$ cat config.mk
export PLATFORM = sky130hd
export DESIGN_NAME = giou_div_cell
export DESIGN_NICKNAME = d
export VERILOG_FILES = /design/src/hw/rtl/giou_div_cell.sv
export SDC_FILE = /design/constraint.sdc
export NUM_CORES = 1
export LEC_CHECK = 0
export BUFFER_PORTS_ARGS = -buffer_cell sky130_fd_sc_hd__buf_2
export CORE_AREA = 2 2 160 162
export DETAILED_ROUTE_END_ITERATION = 8
export DIE_AREA = 0 0 162 164
export PLACE_DENSITY = 0.73
export SYNTH_ARGS = -nofsm -noshare
export SYNTH_HDL_FRONTEND = slang
export SYNTH_SLANG_ARGS = --single-unit
$ cat constraint.sdc
create_clock -name clk -period 5.4 [get_ports clk]
set_input_delay 0.27 -clock clk [delete_from_list [all_inputs] [get_ports clk]]
set_output_delay 0.27 -clock clk [all_outputs]
set_load 0.005 [all_outputs]
$ cat src/hw/rtl/giou_div_cell.sv
`timescale 1ns / 1ps
`default_nettype none
// One restoring-division step for two independent quotients. Each cell
// takes the partial remainders from its left neighbor, resolves one
// quotient bit of each division and hands everything to the right.
module giou_div_cell #(
  parameter int AREA_BITS = 33,
  parameter int Q_BITS    = 17
) (
  input  wire logic                 clk,
  input  wire logic                 rst_n,
  input  wire logic                 en,
  input  wire logic                 vld_i,
  input  wire logic [AREA_BITS-1:0] iden_i,
  input  wire logic [AREA_BITS:0]   irem_i,
  input  wire logic [Q_BITS-1:0]    iq_i,
  input  wire logic [AREA_BITS-1:0] pden_i,
  input  wire logic [AREA_BITS:0]   prem_i,
  input  wire logic [Q_BITS-1:0]    pq_i,
  input  wire logic [AREA_BITS-1:0] uni_i,
  input  wire logic                 bad_i,
  output logic                      vld_o,
  output logic [AREA_BITS-1:0]      iden_o,
  output logic [AREA_BITS:0]        irem_o,
  output logic [Q_BITS-1:0]         iq_o,
  output logic [AREA_BITS-1:0]      pden_o,
  output logic [AREA_BITS:0]        prem_o,
  output logic [Q_BITS-1:0]         pq_o,
  output logic [AREA_BITS-1:0]      uni_o,
  output logic                      bad_o
);
  logic [AREA_BITS+1:0] ish, psh;
  logic                 ige, pge;
  logic [AREA_BITS:0]   irem_nxt, prem_nxt;

  always_comb begin
    ish = {irem_i, 1'b0};
    psh = {prem_i, 1'b0};
    ige = ish >= {2'b00, iden_i};
    pge = psh >= {2'b00, pden_i};
    irem_nxt = ige ? (AREA_BITS+1)'(ish - {2'b00, iden_i}) : ish[AREA_BITS:0];
    prem_nxt = pge ? (AREA_BITS+1)'(psh - {2'b00, pden_i}) : psh[AREA_BITS:0];
  end

  always_ff @(posedge clk) begin
    if (!rst_n) begin
      vld_o <= 1'b0;
    end else if (en) begin
      vld_o <= vld_i;
    end
    if (en) begin
      iden_o <= iden_i;
      pden_o <= pden_i;
      irem_o <= irem_nxt;
      prem_o <= prem_nxt;
      iq_o   <= {iq_i[Q_BITS-2:0], ige};
      pq_o   <= {pq_i[Q_BITS-2:0], pge};
      uni_o  <= uni_i;
      bad_o  <= bad_i;
    end
  end
endmodule
`default_nettype wire
* After elaboration in Yosys (flattened, before gate mapping)
Cells that the tools add are included.
** Storage, ports and cells
- Output and inout port bits :: 203
- Input bits :: 206
- Word-level logic and storage cells :: 17
- Register bits :: 203
** Cells by class
- $lt $le $gt $ge :: 2
- $add $sub $neg :: 2
- Mux-type cells :: 2
** Operators with widths (count)
- $ge A35 B33 Y1 :: 2
- $mux W34 :: 2
- $sub A34 B33 Y34 :: 2

* Longest topological paths before layout
Gate-level depths: netlist of the first run.
- Word-level depth :: 2
- Gate-level depth with buffers :: 13
- Depth with buffers taken out :: 10

* Least setup slack after synthesis of the first run
OpenSTA, ideal clock, no wires.
- Path type :: in2reg
- From :: input port pden_i[0]
- To :: register prem_o[26], data pin
- Arrival time :: 2.486 ns
- Data required time :: 5.140 ns
- Stages :: 10
- Path buffers :: 0
- Slack :: 2.654 ns
- Setup time :: 0.260 ns
- Path through :: inv_1 fa_1 a211oi_1 o211ai_1 a221oi_2 o21ai_1 a41oi_2 o21ai_0 xor2_1 mux2_4
** On the way
- Longest elaborated chain between the ends :: 2
- Elaborated cells on any way between the ends :: 3
- Those cells by class :: add/sub (1); order compare (1); mux (1)
** RTL lines
- start, declared :: line 17 : input wire logic [AREA_BITS-1:0] pden_i,
- $sub A34 B33 Y34 / $ge A35 B33 Y1 (equally long branches) :: line 42, 40
- $mux W34 (*) :: line 42 : prem_nxt = pge ? (AREA_BITS+1)'(psh - {2'b00, pden_i}) : psh[AREA_BITS:0];
- named net prem_nxt[26] :: line 34 : logic [AREA_BITS:0] irem_nxt, prem_nxt;
- end signal, assigned :: line 55 : prem_o <= prem_nxt;
- end, declared :: line 27 : output logic [AREA_BITS:0] prem_o,
Mark *: on every way through the listed nets, which the timed path passes. The rest lies on a longest branch.
A chain may end at the register's enable or synchronous reset.

* Worst setup path after layout of the first run
- From :: input port iden_i[2]
- To :: register irem_o[6], data pin
** On the way
- Longest elaborated chain between the ends :: 2
- Elaborated cells on any way between the ends :: 3
- Those cells by class :: add/sub (1); order compare (1); mux (1)
** RTL lines
- start, declared :: line 14 : input wire logic [AREA_BITS-1:0] iden_i,
- $sub A34 B33 Y34 / $ge A35 B33 Y1 (equally long branches) :: line 41, 39
- $mux W34 (*) :: line 41 : irem_nxt = ige ? (AREA_BITS+1)'(ish - {2'b00, iden_i}) : ish[AREA_BITS:0];
- named net irem_nxt[6] :: line 34
- end signal, assigned :: line 54 : irem_o <= irem_nxt;
- end, declared :: line 24 : output logic [AREA_BITS:0] irem_o,
Marked as above.

==> results.json, run 1 <==
{
  "die_y_um": 164,
  "stdcell_count": 1835,
  "finalSetupViolations": 0,
  "cts_buffers": 22,
  "core-area_um2": 24820,
  "postSynthAreaPerCell_um2": 11.49,
  "fin_nets": 1762,
  "synth_compound_area_frac": 0.1526,
  "slowest_delay_ns": 0.52,
  "synth_seq_cells": 203,
  "syn-instance-count": 958,
  "holdPathStages": 1,
  "period_needed_ns": 3.769,
  "num_vias": 9593,
  "cap_violations": 0,
  "status": "complete, no violations",
  "vdd_drop_max_v": 0.0003054,
  "net-switching-power_mw": 1.238,
  "synthTopCellsByCount": "edfxtp_1 (202), a21oi_1 (110), nor2_1 (88), inv_1 (80), ha_1 (66)",
  "gp_congestion": 0.8664,
  "reg2reg_from": "vld_o",
  "clock_sinks": 203,
  "antenna_found_initial": 4,
  "drt_wl_total_mm": 34.16,
  "place_ws_ns": 1.705,
  "seq_power_share": 0.437,
  "port_buffers": 406,
  "wl_per_cell_um": 18.62,
  "skew_ns": 0,
  "rrSetupSlack_ns": 4.25,
  "synth_top_flop_cell": "edfxtp_1",
  "grt_first_pass_wirelength_mm": 50.33,
  "muxShareOfSynthArea": 0.02637,
  "drt-pass1-iter-count": 5,
  "synth_top_cell_by_area": "edfxtp_1",
  "synthTopCellsByArea": "edfxtp_1 (55%), ha_1 (7.5%), a21oi_1 (5.0%), nor2_1 (3.0%), inv_1 (2.7%)",
  "synthesis.area_um2": 11010,
  "grt_pass1_vias": 9508,
  "io_pins": 409,
  "dp_cells": 1661,
  "grt_max_degree": 70,
  "power_density_nw_per_um2": 297.4,
  "drtIter0Drc": 690,
  "clockBufferDepth": 3,
  "swShare": 0.2713,
  "rsz0062_at_grt": "no",
  "synth_top_family_by_area": "compound AO/OA/AOI/OAI gates",
  "cp-end-kind": "flip-flop",
  "cp_data_required_time_ns": 5.65,
  "comb_power_share": 0.234,
  "synthSimpleGateAreaFrac": 0.09819,
  "holdPathEnd": "pden_o[0]",
  "worstPathMaxFanout": 41,
  "overflow": 0,
  "dp_hpwl_mm": 23.70,
  "finalHoldViolCount": 0,
  "reg2reg_depth": 3,
  "crit_arrival_ns": 4.02,
  "rows": 58,
  "fin_setup_tns_ns": 0,
  "min_path_type": "input pin to flip-flop",
  "p_int_mw": 3.325,
  "cp_cell_sequence": "dlygate4sd3_1 -> buf_2 -> inv_1 -> ha_1 -> a21oi_1 -> a211oi_1 -> o2111ai_1 -> nand2_1 -> a211oi_2 -> a21oi_4 -> buf_4 -> mux2_4",
  "post_synth_xor_area_fraction": 0.04535,
  "clkSlewWorstSetupHoldPaths_ns": 0.06,
  "p_leak_nw": 6.880,
  "area_growth_pct": 39.36,
  "start_util": 0.4436,
  "dieArea_um2": 26570,
  "worst_pin_slew_ns": 0.9232,
  "maxSlewHeadroom": 0.3845,
  "drc_errors": 0,
  "ys_seq_area_frac": 0.5528,
  "p_total_mw": 4.563,
  "crit_family": "compound AO/OA/AOI/OAI gates",
  "critPathBufInv": 4,
  "hp-start": "pden_i[0]",
  "fillers": 1989,
  "synth_edf_count": 202,
  "fmax_ghz": 0.2653,
  "grt_usage": 0.2419,
  "cts-root-buf": "clkbuf_16",
  "viasPerCell": 5.228,
  "final_max_slew_viol_count": 0,
  "yosysMostFrequentCell": "edfxtp_1",
  "period_share": 0.6979,
  "synth_top_area_share": 0.5510,
  "yosysWarnings": 0,
  "synth_fa_ha_area_frac": 0.07865,
  "clockPowerShare": 0.329,
  "htreeDepth": 1,
  "post-route-util": 0.6182,
  "layout_setup_ws_ns": 1.631,
  "ant_nets": 0,
  "insertion_delay_ns": 0.50,
  "cp_slowest_cell": "dlygate4sd3_1",
  "crit_type": "input pin to flip-flop",
  "syn_nets": 1232,
  "die_x_um": 162,
  "cts_tree": "built",
  "layout-drive-gt1-share": 0.3178,
  "ys_types": 72,
  "cp-start-kind": "input pin",
  "r2r_end": "vld_o",
  "cts_setup_buffers": 0,
  "async_flop_share": 0
}
worst max-delay path by stage:
stage / slack [ns] / cells past startpoint / startpoint / end
2_1_floorplan: 2.65 / 10 / pden_i[0] / prem_o[26]
3_3_place_gp: 1.74 / 11 / iden_i[2] / irem_o[30]
3_5_place_dp: 1.70 / 11 / iden_i[2] / irem_o[31]
4_1_cts: 1.69 / 12 / pden_i[3] / prem_o[13]
5_1_grt: 1.43 / 12 / iden_i[2] / irem_o[1]
6_report: 1.63 / 12 / iden_i[2] / irem_o[6]
sequential cells by signal, indices dropped and copies added, names as in the netlist:
name,flops
bad_o,1
iden_o,33
iq_o,17
irem_o,34
pden_o,33
pq_o,17
prem_o,34
uni_o,33
vld_o,1
cell families (layout without fill, tap and decap cells):
| group | Yosys count | after routing |
|---|---|---|
| AOI/OAI and AO/OA | 261 | 261 |
| xor gates and xnor gates | 57 | 57 |
| adders and majority gates | 68 | 68 |
| buffers and inverters | 117 | 663 |
| DFF | 203 | 203 |
| muxes | 20 | 20 |
| other | 0 | 1 |
| and+or+nand+nor | 232 | 232 |
cell usage in the layout, fill, tap and decap left out, types with 4 or more instances in the layout:
master           n
o21a_1           6
a21boi_0         4
o21bai_1        10
o211ai_1         6
a211oi_1         7
nand3_1         17
buf_4            4
nor3_1          18
o21ai_1         12
nor2_1          88
a21o_1          31
and2_1           6
clkinv_2         6
a21oi_1        110
nand2_1         54
mux2_4          18
o31ai_1          5
inv_1           80
xor2_1          25
ha_1            66
edfxtp_1       202
a31oi_1         14
buf_2          405
xnor2_1         32
and3_1           8
nand4_1         15
dlygate4sd3_1  133
nor2b_1          5
o21ai_0         19
clkbuf_16       23
per-layer routing:
metal	share of wire	GRT usage
met1	0.36	0.2690
met2	0.51	0.4489
met3	0.085	0.06212
met4	0.037	0.08286
met5	0.00082	0
cell type report:
| class | instances | area [um^2] | share of cell area |
|---|---|---|---|
| antenna | 1 | 2.502 | 0.0001631 |
| multi-input combinational | 638 | 4424 | 0.2884 |
| inverter | 80 | 300.3 | 0.01957 |
| sequential | 203 | 6086 | 0.3967 |
| tap | 330 | 412.9 | 0.02691 |
| timing repair buffer | 543 | 3402 | 0.2217 |
| clock buffer | 26 | 586.8 | 0.03825 |
| clock inverter | 14 | 127.6 | 0.008318 |
timing repair:
item                      CTS  global route
gates resized for setup     0             0
hold buffers              133             0
hold endpoints to repair  132             0
through the flow:
step                      hold slack [ns]  instance area [um^2]
after floorplan                    0.3689                 11010
after global placement             0.4468                 13290
after detailed placement           0.4481                 13290
after CTS                         0.02201                 15340
after global routing              0.02474                 15340
final                             0.04113                 15340
power groups by stage:
stage | Clock (mW) | Sequential (mW) | Combinational, mW
2_1_floorplan | 0 | 2.05 | 0.529
6_report | 1.50 | 1.99 | 1.07
4_1_cts | 1.53 | 1.99 | 1.05
3_3_place_gp | 0 | 2.02 | 0.959
3_5_place_dp | 0 | 2.02 | 0.969
5_1_grt | 1.59 | 2.01 | 1.17
Note: power is estimated with default switching activity, not from simulation.
==> inputs of run 2 (changes only) <==
--- a/config.mk
+++ b/config.mk
@@ -9,7 +9,7 @@
 export CORE_AREA = 2 2 160 162
 export DETAILED_ROUTE_END_ITERATION = 8
 export DIE_AREA = 0 0 162 164
-export PLACE_DENSITY = 0.73
+export PLACE_DENSITY = 0.76
 export SYNTH_ARGS = -nofsm -noshare
 export SYNTH_HDL_FRONTEND = slang
 export SYNTH_SLANG_ARGS = --single-unit
==> constraint.sdc (replaced) <==
create_clock -name clk -period 3.3 [get_ports clk]
set_input_delay 0.165 -clock clk [delete_from_list [all_inputs] [get_ports clk]]
set_output_delay 0.165 -clock clk [all_outputs]
set_load 0.005 [all_outputs]
==> results.json, run 2 (same netlist as run 1, synthesis figures left out) <==
{
  "ant_nets": 0,
  "period_share": 0.9592,
  "rows": 58,
  "clkSlewWorstSetupHoldPaths_ns": 0.06,
  "wl_met1_mm": 12.57,
  "fillers": 1847,
  "top_layer": "met5",
  "fmax_ghz": 0.3159,
  "status": "complete, no violations",
  "start_util": 0.4436,
  "clockBufferDepth": 3,
  "gp_congestion": 0.8898,
  "port_buffers": 406,
  "p_total_mw": 7.592,
  "p_int_mw": 5.523,
  "p_leak_nw": 7.105,
  "final_max_slew_viol_count": 0,
  "io_pins": 409,
  "vdd_drop_max_v": 0.0004238,
  "rsz0062_at_grt": "no",
  "die_x_um": 162,
  "largestRegisters": "irem_o: 34 flops, prem_o: 34 flops",
  "dpl_cell_area_um2": 13410,
  "seq_power_share": 0.431,
  "post-route-util": 0.6393,
  "power_density_nw_per_um2": 478.5,
  "area_growth_pct": 44.13,
  "crit_type": "input pin to flip-flop",
  "skew_ns": 0,
  "cp-end-kind": "flip-flop",
  "dp_hpwl_mm": 23.31,
  "cts_buffers": 22,
  "layout-drive-gt1-share": 0.3151,
  "antenna_found_initial": 3,
  "layout.cells.most_common": "buf_2",
  "clock_sinks": 203,
  "viasPerCell": 5.322,
  "htreeDepth": 1,
  "swShare": 0.2726,
  "dr_wl_met3_mm": 3.058,
  "finalSetupViolations": 0,
  "grt_first_pass_wirelength_mm": 52.11,
  "min_path_type": "input pin to flip-flop",
  "fin_nets": 1811,
  "cp-start-kind": "input pin",
  "period_needed_ns": 3.165,
  "finalHoldViolCount": 0,
  "rrSetupSlack_ns": 2.13,
  "crit_arrival_ns": 3.45,
  "cts-root-buf": "clkbuf_16",
  "comb_power_share": 0.241,
  "cap_violations": 0,
  "grt_max_degree": 74,
  "drt_wl_total_mm": 34.99,
  "final_cell_mix": "buf_2 (405), edfxtp_1 (202), dlygate4sd3_1 (171), a21oi_1 (110), nor2_1 (88)",
  "net-switching-power_mw": 2.069,
  "cts_tree": "built",
  "maxSlewHeadroom": 0.5736,
  "grt_pass1_vias": 10050,
  "worst_pin_slew_ns": 0.6338,
  "num_vias": 10030,
  "drtIter0Drc": 900,
  "wl_per_cell_um": 18.57,
  "overflow": 0,
  "fin_setup_tns_ns": 0,
  "met2RoutedLength_mm": 18.02,
  "grt_usage": 0.2493,
  "drc_errors": 0,
  "holdWs_ns": 0.01411,
  "stdcell_area_um2": 15870,
  "core-area_um2": 24820,
  "worstPathMaxFanout": 19,
  "cp_data_required_time_ns": 3.59,
  "die_y_um": 164,
  "clockPowerShare": 0.329,
  "insertion_delay_ns": 0.50,
  "dieArea_um2": 26570,
  "drt-pass1-iter-count": 6
}
-- run 2: worst paths after layout --
path                            startpoint          to  depth (start not counted)
worst max-delay path             pden_i[2]  prem_o[32]                         14
worst min-delay path            irem_i[23]  irem_o[24]                          3
worst max register to register       vld_o       vld_o                          3
worst min register to register       vld_o       vld_o                          3
-- run 2: worst max-delay path, cell delays in order --
cell and delay (ns):
dlygate4sd3_1 0.54, buf_2 0.13, inv_1 0.07, ha_1 0.40, nand3b_1 0.14, a21oi_1 0.27
o21bai_1 0.13, o211ai_1 0.28, buf_4 0.18, o2111a_1 0.28, or2_2 0.18, buf_4 0.27
nor2_1 0.07, nor3_1 0.35
-- run 2: cell type report --
cell class / instances / area, um^2 / share of cell area
tap: 330 / 412.9 / 0.02602
multi-input combinational: 638 / 4437 / 0.2796
inverter: 80 / 300.3 / 0.01892
timing repair buffer: 592 / 3902 / 0.2459
clock inverter: 16 / 170.2 / 0.01072
clock buffer: 23 / 554.3 / 0.03493
antenna: 2 / 5.005 / 0.0003154
sequential: 203 / 6086 / 0.3835
-- run 2: power groups by stage --
| stage | Combinational, mW | Clock [mW] | Sequential, mW |
|---|---|---|---|
| 2_1_floorplan | 0.865 | 0 | 3.35 |
| 3_3_place_gp | 1.58 | 0 | 3.30 |
| 3_5_place_dp | 1.60 | 0 | 3.30 |
| 4_1_cts | 1.78 | 2.51 | 3.25 |
| 5_1_grt | 1.98 | 2.63 | 3.29 |
| 6_report | 1.83 | 2.50 | 3.27 |
-- run 2: what timing repair did --
action | 4_1_cts | 5_1_grt
gates resized for setup | 0 | 2
endpoints found under the setup margin | 0 | 4
hold buffers | 171 | 0
hold endpoints to repair | 172 | 0
buffers inserted | 0 | 1
-- run 2: stage by stage --
step | worst slack, ns | std cells
4_1_cts | 0.1412 | 1881
2_1_floorplan | 0.6591 | 958
6_report | 0.1347 | 1884
5_1_grt | 0.02199 | 1883
3_5_place_dp | 0.1748 | 1671
3_3_place_gp | 0.2478 | 1671
-- run 2: layer usage --
layer  track usage  vias to the layer above
li1              -                     4701
met1        0.2750                     4697
met2        0.4638                      526
met3       0.06086                      100
met4       0.09332                        2
met5             0                        -
